$ cat config.mk
export PLATFORM = sky130hd
export DESIGN_NAME = adsr_envelope_amplifier
export DESIGN_NICKNAME = d
export VERILOG_FILES = /design/src/rtl/core/adsr_pkg.sv /design/src/rtl/core/adsr_envelope_amplifier.sv /design/src/rtl/core/adsr_div_step.sv
export SDC_FILE = /design/constraint.sdc
export NUM_CORES = 2
export LEC_CHECK = 0
export ABC_AREA = 1
export BUFFER_PORTS_ARGS = -buffer_cell sky130_fd_sc_hd__buf_2
export CAP_MARGIN = 20
export CORE_MARGIN = 1.5
export CORE_UTILIZATION = 48
export CTS_CLUSTER_SIZE = 8
export DETAILED_ROUTE_END_ITERATION = 8
export REMOVE_ABC_BUFFERS = 1
export SKIP_LAST_GASP = 1
export SLEW_MARGIN = 20
export SYNTH_ARGS = -nofsm -noshare
export SYNTH_HDL_FRONTEND = slang
export SYNTH_SLANG_ARGS = --single-unit
$ cat constraint.sdc
create_clock -name clk -period 23.2 [get_ports clk]
set_input_delay 2.32 -clock clk [delete_from_list [all_inputs] [get_ports clk]]
set_output_delay 2.32 -clock clk [all_outputs]
set_load 0.01 [all_outputs]
$ cat src/rtl/core/adsr_pkg.sv
// ----------------------------------------------------------------------------
// adsr_pkg: shared types and constants
// Widths, codes and pipeline structs for the ADSR envelope amplifier.
// ----------------------------------------------------------------------------
package adsr_pkg;

  localparam int TIME_BITS = 24;        // width of the time inputs
  localparam int RATE      = 44100;     // samples per 128 register steps
  localparam int LVL_W     = 7;         // register width
  localparam int SMP_W     = 16;        // Q1.15 sample
  localparam int GAIN_W    = 16;        // Q0.16 gain
  localparam int QUO_W     = GAIN_W;    // divider quotient bits
  localparam int PH_W      = 3;
  localparam int CFG_IDX_W = 3;

  // Longest phase length RATE*127 fits here
  localparam int DEN_W = $clog2(RATE * ((1 << LVL_W) - 1) + 1);
  localparam int T128_W = TIME_BITS + LVL_W;

  localparam int DIV_STEPS     = 8;
  localparam int BITS_PER_STEP = QUO_W / DIV_STEPS;

  localparam int IN_FLD_W  = 2 * TIME_BITS + SMP_W;
  localparam int IN_W      = ((IN_FLD_W + 7) / 8) * 8;
  localparam int OUT_FLD_W = SMP_W + GAIN_W + PH_W;
  localparam int OUT_W     = ((OUT_FLD_W + 7) / 8) * 8;

  typedef enum logic [PH_W-1:0] {
    PH_ATTACK  = 3'd0,
    PH_DECAY   = 3'd1,
    PH_SUSTAIN = 3'd2,
    PH_RELEASE = 3'd3,
    PH_IDLE    = 3'd4
  } phase_t;

  typedef enum logic [CFG_IDX_W-1:0] {
    REG_ATTACK  = 3'd0,
    REG_DECAY   = 3'd1,
    REG_RELEASE = 3'd2,
    REG_PEAK    = 3'd3,
    REG_HOLD    = 3'd4
  } cfg_idx_t;

  // Restoring divider state: remainder, numerator bits still to shift in,
  // quotient so far, divisor
  typedef struct packed {
    logic [DEN_W-1:0] rem;
    logic [QUO_W-1:0] lo;
    logic [QUO_W-1:0] quo;
    logic [DEN_W-1:0] den;
  } div_t;

  // Per-item payload riding alongside the divider
  typedef struct packed {
    phase_t           phase;
    logic             neg;    // decay ramps up (peak below hold)
    logic [SMP_W-1:0] smp;
  } side_t;

  // Phase length in samples times 128
  function automatic logic [DEN_W-1:0] phase_len(input logic [LVL_W-1:0] steps);
    phase_len = DEN_W'(RATE * int'(steps));
  endfunction

endpackage

$ cat src/rtl/core/adsr_envelope_amplifier.sv
// ----------------------------------------------------------------------------
// adsr_envelope_amplifier: linear ADSR gain and sample scaling
// Finds the envelope phase, divides out a linear gain and scales the sample.
// ----------------------------------------------------------------------------
// Usage:
//   Input stream s_axis_*: one transfer per voice sample carrying the time
//   since note-on, the time since release (0 while held) and a Q1.15 sample.
//   Output stream m_axis_*: one transfer per input transfer, in order, with
//   the scaled sample, the Q0.16 gain and the phase code.
//   Config port: cfg_we/cfg_index/cfg_data write one 7-bit register per
//   cycle; write only while no transfer is in flight.
// Timing:
//   14-stage pipeline, one transfer per cycle sustained while m_axis_tready stays high.
//   The gain division is a restoring divider spread over 8 stages of 2
//   quotient bits each; it sets the depth.
// Reset:
//   rst empties the pipeline and loads attack/decay/release = 0 and
//   peak/hold = 127.
// Stall:
//   Each stage holds when it is full and the stage after it holds, so
//   bubbles close up and s_axis_tready drops only when all stages are full.
// ----------------------------------------------------------------------------
module adsr_envelope_amplifier (
  input  logic                            clk,
  input  logic                            rst,
  // time_on, time_released, sample_in (lowest bits first)
  input  logic [adsr_pkg::IN_W-1:0]       s_axis_tdata,
  input  logic                            s_axis_tvalid,
  output logic                            s_axis_tready,
  // sample_out, gain, phase (lowest bits first)
  output logic [adsr_pkg::OUT_W-1:0]      m_axis_tdata,
  output logic                            m_axis_tvalid,
  input  logic                            m_axis_tready,
  input  logic                            cfg_we,
  input  logic [adsr_pkg::CFG_IDX_W-1:0]  cfg_index,
  input  logic [adsr_pkg::LVL_W-1:0]      cfg_data
);
  import adsr_pkg::*;

  localparam int ST_IN   = 1;
  localparam int ST_PH   = 2;
  localparam int ST_MUL  = 3;
  localparam int ST_DIV0 = 4;                    // first divider stage
  localparam int ST_GAIN = ST_DIV0 + DIV_STEPS;
  localparam int ST_PROD = ST_GAIN + 1;
  localparam int NST     = ST_PROD + 1;          // output register
  localparam int PROD_W  = LVL_W + DEN_W;
  localparam int SHL_W   = QUO_W - LVL_W;        // numerator is 512 * product

  // --------------------------------------------------------------------------
  // Configuration registers
  // --------------------------------------------------------------------------
  logic [LVL_W-1:0] attack_steps, decay_time, release_time, peak_level, hold_level;

  always_ff @(posedge clk) begin
    if (rst) begin
      attack_steps <= '0;
      decay_time   <= '0;
      release_time <= '0;
      peak_level   <= '1;
      hold_level   <= '1;
    end else if (cfg_we) begin
      case (cfg_idx_t'(cfg_index))
        REG_ATTACK:  attack_steps <= cfg_data;
        REG_DECAY:   decay_time   <= cfg_data;
        REG_RELEASE: release_time <= cfg_data;
        REG_PEAK:    peak_level   <= cfg_data;
        REG_HOLD:    hold_level   <= cfg_data;
        default: ;                               // unmapped index, dropped
      endcase
    end
  end

  // --------------------------------------------------------------------------
  // Pipeline flow control: a stage loads when empty or when its successor
  // loads. Valid bits travel with the data.
  // --------------------------------------------------------------------------
  logic [NST:1]   vld;
  logic [NST+1:1] ld;
  logic [NST:1]   vld_prev;

  always_comb begin
    ld[NST+1] = m_axis_tready;
    for (int k = NST; k >= 1; k--) begin
      ld[k] = !vld[k] || ld[k+1];
    end
  end

  assign vld_prev = {vld[NST-1:1], s_axis_tvalid};

  always_ff @(posedge clk) begin
    if (rst) begin
      vld <= '0;
    end else begin
      for (int k = 1; k <= NST; k++) begin
        if (ld[k]) begin
          vld[k] <= vld_prev[k];
        end
      end
    end
  end

  assign s_axis_tready = ld[ST_IN];
  assign m_axis_tvalid = vld[NST];

  // --------------------------------------------------------------------------
  // Stage 1: input register
  // --------------------------------------------------------------------------
  logic [TIME_BITS-1:0] t1, s1;
  logic [SMP_W-1:0]     smp1;

  always_ff @(posedge clk) begin
    if (ld[ST_IN]) begin
      t1   <= s_axis_tdata[TIME_BITS-1:0];
      s1   <= s_axis_tdata[2*TIME_BITS-1:TIME_BITS];
      smp1 <= s_axis_tdata[IN_FLD_W-1:2*TIME_BITS];
    end
  end

  // --------------------------------------------------------------------------
  // Stage 2: phase select. Every dividing phase reduces to
  //   gain = 512 * mult * x / den  with x < den,
  // attack: x = 128t, decay: x = 128t - a_len, release: x = r_len - 128s.
  // --------------------------------------------------------------------------
  logic [DEN_W-1:0]  a_len, d_len, r_len;
  logic [DEN_W:0]    ad_len;
  logic [T128_W-1:0] t128, s128;
  logic [T128_W-1:0] x_full;
  logic [DEN_W-1:0]  x_nxt, den_nxt;
  logic [LVL_W-1:0]  mult_nxt;
  side_t             side_nxt;

  assign a_len  = phase_len(attack_steps);
  assign d_len  = phase_len(decay_time);
  assign r_len  = phase_len(release_time);
  assign ad_len = {1'b0, a_len} + {1'b0, d_len};
  assign t128   = {t1, LVL_W'(0)};
  assign s128   = {s1, LVL_W'(0)};

  always_comb begin
    side_nxt.smp = smp1;
    side_nxt.neg = peak_level < hold_level;
    x_full       = '0;
    den_nxt      = '0;
    mult_nxt     = '0;
    if (t128 < T128_W'(a_len)) begin
      side_nxt.phase = PH_ATTACK;
      x_full         = t128;
      den_nxt        = a_len;
      mult_nxt       = peak_level;
    end else if (t128 < T128_W'(ad_len)) begin
      side_nxt.phase = PH_DECAY;
      x_full         = t128 - T128_W'(a_len);
      den_nxt        = d_len;
      mult_nxt       = side_nxt.neg ? hold_level - peak_level : peak_level - hold_level;
    end else if (s1 == '0) begin
      side_nxt.phase = PH_SUSTAIN;
    end else if (s128 < T128_W'(r_len)) begin
      side_nxt.phase = PH_RELEASE;
      x_full         = T128_W'(r_len) - s128;
      den_nxt        = r_len;
      mult_nxt       = hold_level;
    end else begin
      side_nxt.phase = PH_IDLE;
    end
  end

  assign x_nxt = x_full[DEN_W-1:0];   // x < den in every dividing phase

  logic [DEN_W-1:0] x2, den2;
  logic [LVL_W-1:0] mult2;
  side_t            side2;

  always_ff @(posedge clk) begin
    if (ld[ST_PH]) begin
      x2    <= x_nxt;
      den2  <= den_nxt;
      mult2 <= mult_nxt;
      side2 <= side_nxt;
    end
  end

  // --------------------------------------------------------------------------
  // Stage 3: product mult*x, then load the divider. Numerator is
  // product << 9, so its top part (product >> 7) is already below den.
  // --------------------------------------------------------------------------
  logic [PROD_W-1:0] prod_mx;
  div_t              dv [0:DIV_STEPS];
  side_t             sd [0:DIV_STEPS];

  assign prod_mx = PROD_W'(mult2) * PROD_W'(x2);

  always_ff @(posedge clk) begin
    if (ld[ST_MUL]) begin
      dv[0].rem <= prod_mx[PROD_W-1:LVL_W];
      dv[0].lo  <= {prod_mx[LVL_W-1:0], SHL_W'(0)};
      dv[0].quo <= '0;
      dv[0].den <= den2;
      sd[0]     <= side2;
    end
  end

  // --------------------------------------------------------------------------
  // Stages 4..11: pipelined restoring divider
  // --------------------------------------------------------------------------
  for (genvar g = 0; g < DIV_STEPS; g++) begin : g_div
    adsr_div_step u_step (
      .clk  (clk),
      .ld   (ld[ST_DIV0 + g]),
      .din  (dv[g]),
      .sin  (sd[g]),
      .dout (dv[g+1]),
      .sout (sd[g+1])
    );
  end

  // --------------------------------------------------------------------------
  // Stage 12: gain per phase. Decay moves from 512*peak toward 512*hold.
  // --------------------------------------------------------------------------
  logic [GAIN_W-1:0] quo, peak512, hold512, gain_nxt;
  side_t             side_q;

  assign quo     = dv[DIV_STEPS].quo;
  assign side_q  = sd[DIV_STEPS];
  assign peak512 = {peak_level, SHL_W'(0)};
  assign hold512 = {hold_level, SHL_W'(0)};

  always_comb begin
    case (side_q.phase)
      PH_ATTACK:  gain_nxt = quo;
      PH_DECAY:   gain_nxt = side_q.neg ? peak512 + quo : peak512 - quo;
      PH_SUSTAIN: gain_nxt = hold512;
      PH_RELEASE: gain_nxt = quo;
      default:    gain_nxt = '0;
    endcase
  end

  logic [GAIN_W-1:0] gain12;
  logic [SMP_W-1:0]  smp12;
  phase_t            phase12;

  always_ff @(posedge clk) begin
    if (ld[ST_GAIN]) begin
      gain12  <= gain_nxt;
      smp12   <= side_q.smp;
      phase12 <= side_q.phase;
    end
  end

  // --------------------------------------------------------------------------
  // Stage 13: signed sample times unsigned gain
  // --------------------------------------------------------------------------
  logic signed [SMP_W+GAIN_W:0] prod13;
  logic [GAIN_W-1:0]            gain13;
  phase_t                       phase13;

  always_ff @(posedge clk) begin
    if (ld[ST_PROD]) begin
      prod13  <= $signed(smp12) * $signed({1'b0, gain12});
      gain13  <= gain12;
      phase13 <= phase12;
    end
  end

  // --------------------------------------------------------------------------
  // Stage 14: output register; >>16 with floor is the upper product bits
  // --------------------------------------------------------------------------
  always_ff @(posedge clk) begin
    if (ld[NST]) begin
      m_axis_tdata <= {(OUT_W - OUT_FLD_W)'(0), phase13, gain13,
                       prod13[SMP_W+GAIN_W-1:GAIN_W]};
    end
  end

endmodule

$ cat src/rtl/core/adsr_div_step.sv
// ----------------------------------------------------------------------------
// adsr_div_step: one registered divider stage
// Retires BITS_PER_STEP quotient bits by restoring compare and subtract.
// ----------------------------------------------------------------------------
module adsr_div_step (
  input  logic          clk,
  input  logic          ld,
  input  adsr_pkg::div_t  din,
  input  adsr_pkg::side_t sin,
  output adsr_pkg::div_t  dout,
  output adsr_pkg::side_t sout
);
  import adsr_pkg::*;

  div_t nxt;

  always_comb begin
    logic [DEN_W:0] r;
    nxt = din;
    for (int i = 0; i < BITS_PER_STEP; i++) begin
      r = {nxt.rem, nxt.lo[QUO_W-1]};
      nxt.lo = nxt.lo << 1;
      if (r >= {1'b0, nxt.den}) begin
        r = r - {1'b0, nxt.den};
        nxt.quo = {nxt.quo[QUO_W-2:0], 1'b1};
      end else begin
        nxt.quo = {nxt.quo[QUO_W-2:0], 1'b0};
      end
      nxt.rem = r[DEN_W-1:0];   // remainder stays below the divisor
    end
  end

  always_ff @(posedge clk) begin
    if (ld) begin
      dout <= nxt;
      sout <= sin;
    end
  end

endmodule
==> summary.md <==
| Metric | Value |
|---|---|
| Outcome | `complete, but fails checks` |
| Failing checks | `design-rule violations` |
| Max cap viols | `0` |
| P&R area growth vs syn | `9.26%` |
| GP Congestion | `0.932` |
| Overall die area | `147,000 µm²` |
| Kind of cell adding the most delay to the critical path | `simple AND/OR/NAND/NOR gates` |
| Drt via density | `between 5 and 6` |
| Placed cells | `9,701` |
| Avg Inst Size Synth | `8.90 µm²` |
| Final net count | `9,068` |
| Initial antenna violation count | `8` |
| Post-synth top area share | `a little over a third` |
| Synth Register Bits | `around 890` |
| Post-DP HPWL | `143,000 µm` |
| Post-synth EDFFs | `approximately 840` |
| Ranking of synthesized cells by area | `edfxtp_1, ha_1, fa_1` |
| Post-Synthesis Cells | `7,802` |
| Worst Skew | `0.0554 ns` |
| Root buffer cell | `clkbuf_16` |
| Row cnt | `~140` |
| Tmin final | `9.54 ns` |
| Layout cell share with drive strength beyond 1 | `around 5.1%` |
| Int Power | `slightly below 5000 µW` |
| Async SR Flop Fraction | `0%` |
| Worst path cell trace | `buf_2 -> nor2_1 -> nand2_2 -> buf_4 -> nor2_2 -> nand2_2 -> nor2_2 -> nand2_4 -> buf_4 -> nor2_4 -> nand2_4 -> buf_4 -> nor2_2 -> nand2_4 -> nor2_4 -> nand2_4 -> nor2_2 -> nand2_4 -> buf_2` |
| Post CTS Setup Buffer Count | `0` |
| Clk Latency, worst-skew pair | `0.78 ns` |
| CTS sink count | `891` |
| Setup Viol. Count Final | `0` |
| Synth warn | `0` |
| IO buf count | `115` |
| RSZ-0062 raised after global routing | `false` |
| First-pass GRT wire length | `approximately 280,000 µm` |
| WP data arrival | `7.22 ns` |
| Slew @ Worst Pin | `roughly 1.0 ns` |
| Sequential Power Share | `roughly a quarter` |
| First-pass detailed-route iteration total | `8` |
| Most common cell in the netlist | `nand2_1` |
| Final Instance Count excl. Fillers | `a little under 10,000` |
| Clock share of power | `around a fifth` |
| Antenna diode count | `0` |
| H-tree depth reported by CTS | `4` |
| Setup_tns | `0 ns` |
| Die width | `about 380 µm` |
| Crit start category | `primary input` |
| Crit. End Element | `output port` |
| Slew Viols, Final | `0` |
| Leakage | `~0.037 µW` |
| Combinational share of power | `roughly 54%` |
| Total wire length | `180,000 µm` |
| GRT Total Usage | `between 20% and 30%` |
| Clock Tree Buf Depth | `3` |
| Routed len/inst | `approximately 18 µm` |
| Reg clk slew, reported paths | `~0.050 ns` |
| Dominant synthesized flop cell | `edfxtp_1` |
| Maximum fanout along the worst path | `76` |
| Achievable Freq | `between 0.1 and 0.15 GHz` |
| Die H | `between 300 and 400 µm` |
| Hold Crit Class | `register to register` |
| Num CTS Buffers | `between 100 and 150` |
| Slew headroom | `between 30 and 40%` |
| Net switching power | `3840 µW` |
| Drt drc | `7` |
| Post-cts resize count | `0` |
| Largest net degree at the start of global routing | `77` |
| Vias in the first global route | `between 50,000 and 60,000` |
| Routed Antenna Nets | `0` |
| Pwr dens | `around 120 nW/µm²` |
| CORE AREA | `144,000 µm²` |
| Hold buffer count at CTS | `0` |
| Worst endpoint required time | `approximately 21 ns` |
| Vias | `53,000` |
| Final worst-path cycle share | `41.1%` |
| Peak supply drop | `about 0.12 mV` |
| CTS tree | `built` |
| Peak per-stage delay on the critical path | `between 0.5 and 0.6 ns` |
| Mapped cell area | `just under 70,000 µm²` |
| Crit-path slowest cell | `nand2_2` |
| Endpoints failing hold | `0` |
| Initial Utilization | `roughly 48%` |
| Initial DRC count | `3,836` |
| Commonest cells post-synth | `nand2_1, inv_1, edfxtp_1` |
| Global route overflow | `0` |
| Synth unique cells | `66` |
| I/O pin cnt | `121` |
| Setup CP Type | `primary input to output port` |
| Switching Share | `43.8%` |
| Dominant cell type by area after synthesis | `edfxtp_1` |
| CP Buf/Inv Count | `5` |
| Crit path top cell by count | `nand2_4` |
| Seq/Total Area, Yosys | `37.8%` |
cell type report:
type	count	area, µm²
Inverter	1230	4620
Fill cell	13400	67800
Clock inverter	24	368
Multi-Input combinational cell	5534	37900
Timing Repair Buffer	144	813
Tap cell	1903	2380
Clock buffer	168	3490
Sequential cell	891	26300
layout by cell type, fill, tap and decap left out, types with 33 or more instances in the layout:
| cell | synthesis | final |
|---|---|---|
| dfxtp_1 | 49 | 49 |
| xnor2_1 | 162 | 162 |
| nor4_1 | 35 | 35 |
| o21ai_1 | 35 | 34 |
| xor2_1 | 222 | 222 |
| o21ai_0 | 476 | 476 |
| nand4_1 | 64 | 64 |
| inv_1 | 1214 | 1208 |
| a21oi_1 | 538 | 537 |
| nand3_1 | 298 | 298 |
| ha_1 | 724 | 724 |
| clkbuf_16 | 0 | 134 |
| fa_1 | 331 | 331 |
| or2_2 | 39 | 39 |
| buf_2 | 33 | 115 |
| a21o_1 | 50 | 50 |
| edfxtp_1 | 842 | 842 |
| o21bai_1 | 42 | 42 |
| nor2_1 | 429 | 428 |
| nor3_1 | 76 | 76 |
| clkbuf_1 | 104 | 33 |
| a31oi_1 | 45 | 45 |
| nand2_1 | 1744 | 1742 |
kinds of logic (layout without fill, tap and decap cells):
family / after synthesis / in the layout / share of synthesized area, %
and+or+nand+nor: 2741 / 2741 / 16.3
buffers and inverters: 1381 / 1566 / 7.63
AOI/OAI and AO/OA: 1347 / 1347 / 10.8
adders and majority gates: 1055 / 1055 / 22.6
DFF: 891 / 891 / 37.8
xor gates and xnor gates: 384 / 384 / 4.84
muxes: 2 / 2 / 0.0306
other: 1 / 5 / 0.00540
final timing paths:
| kind | to | start | cells past startpoint | slack (ns) |
|---|---|---|---|---|
| setup reg to reg | den2[3] | decay_time[4] | 36 | 15.31 |
| setup / recovery | s_axis_tready | m_axis_tready | 19 | 13.66 |
| hold reg to reg | m_axis_tdata[26] | gain13[10] | 0 | 0.40 |
| hold / removal | m_axis_tdata[26] | gain13[10] | 0 | 0.40 |
power by group through the flow:
stage	clock network, µW	registers [µW]	logic [µW]
final	1770	2280	4730
after detailed placement	0	2310	4650
after global routing	1890	2290	5340
after floorplan	0	2240	3560
after CTS	1820	2280	4680
after global placement	0	2310	4620
sequential cells by signal, summed over array words and instances, names as in the netlist, 20 cells and up:
signal and count:
t1 24, sd 20, x2 21, dv 49, m_axis_tdata 35, s1 24
g_div.u_step.dout 375, side2 20, g_div.u_step.sout 160, den2 21
metrics by stage:
stage	hold WS, ns	utilization (%)	worst slack [ns]	total power, µW	area (µm²)
2_1_floorplan	0.400	-	11.22	5800	68800
3_3_place_gp	0.400	50.1	13.66	6920	72000
3_5_place_dp	0.405	50.1	13.54	6960	72000
4_1_cts	0.402	52.8	13.54	8780	75800
5_1_grt	0.412	52.8	13.04	9520	75900
6_report	0.399	52.8	13.66	8770	75900
layer usage:
metal	wire length (µm)	track usage [%]	part of all wire, %
met4	5490	8.16	3.1
met1	81900	33.7	46
met2	83100	39.8	46
met3	9370	3.69	5.2
met5	0	0	0
No activity file was read; power rests on OpenSTA's default activity.
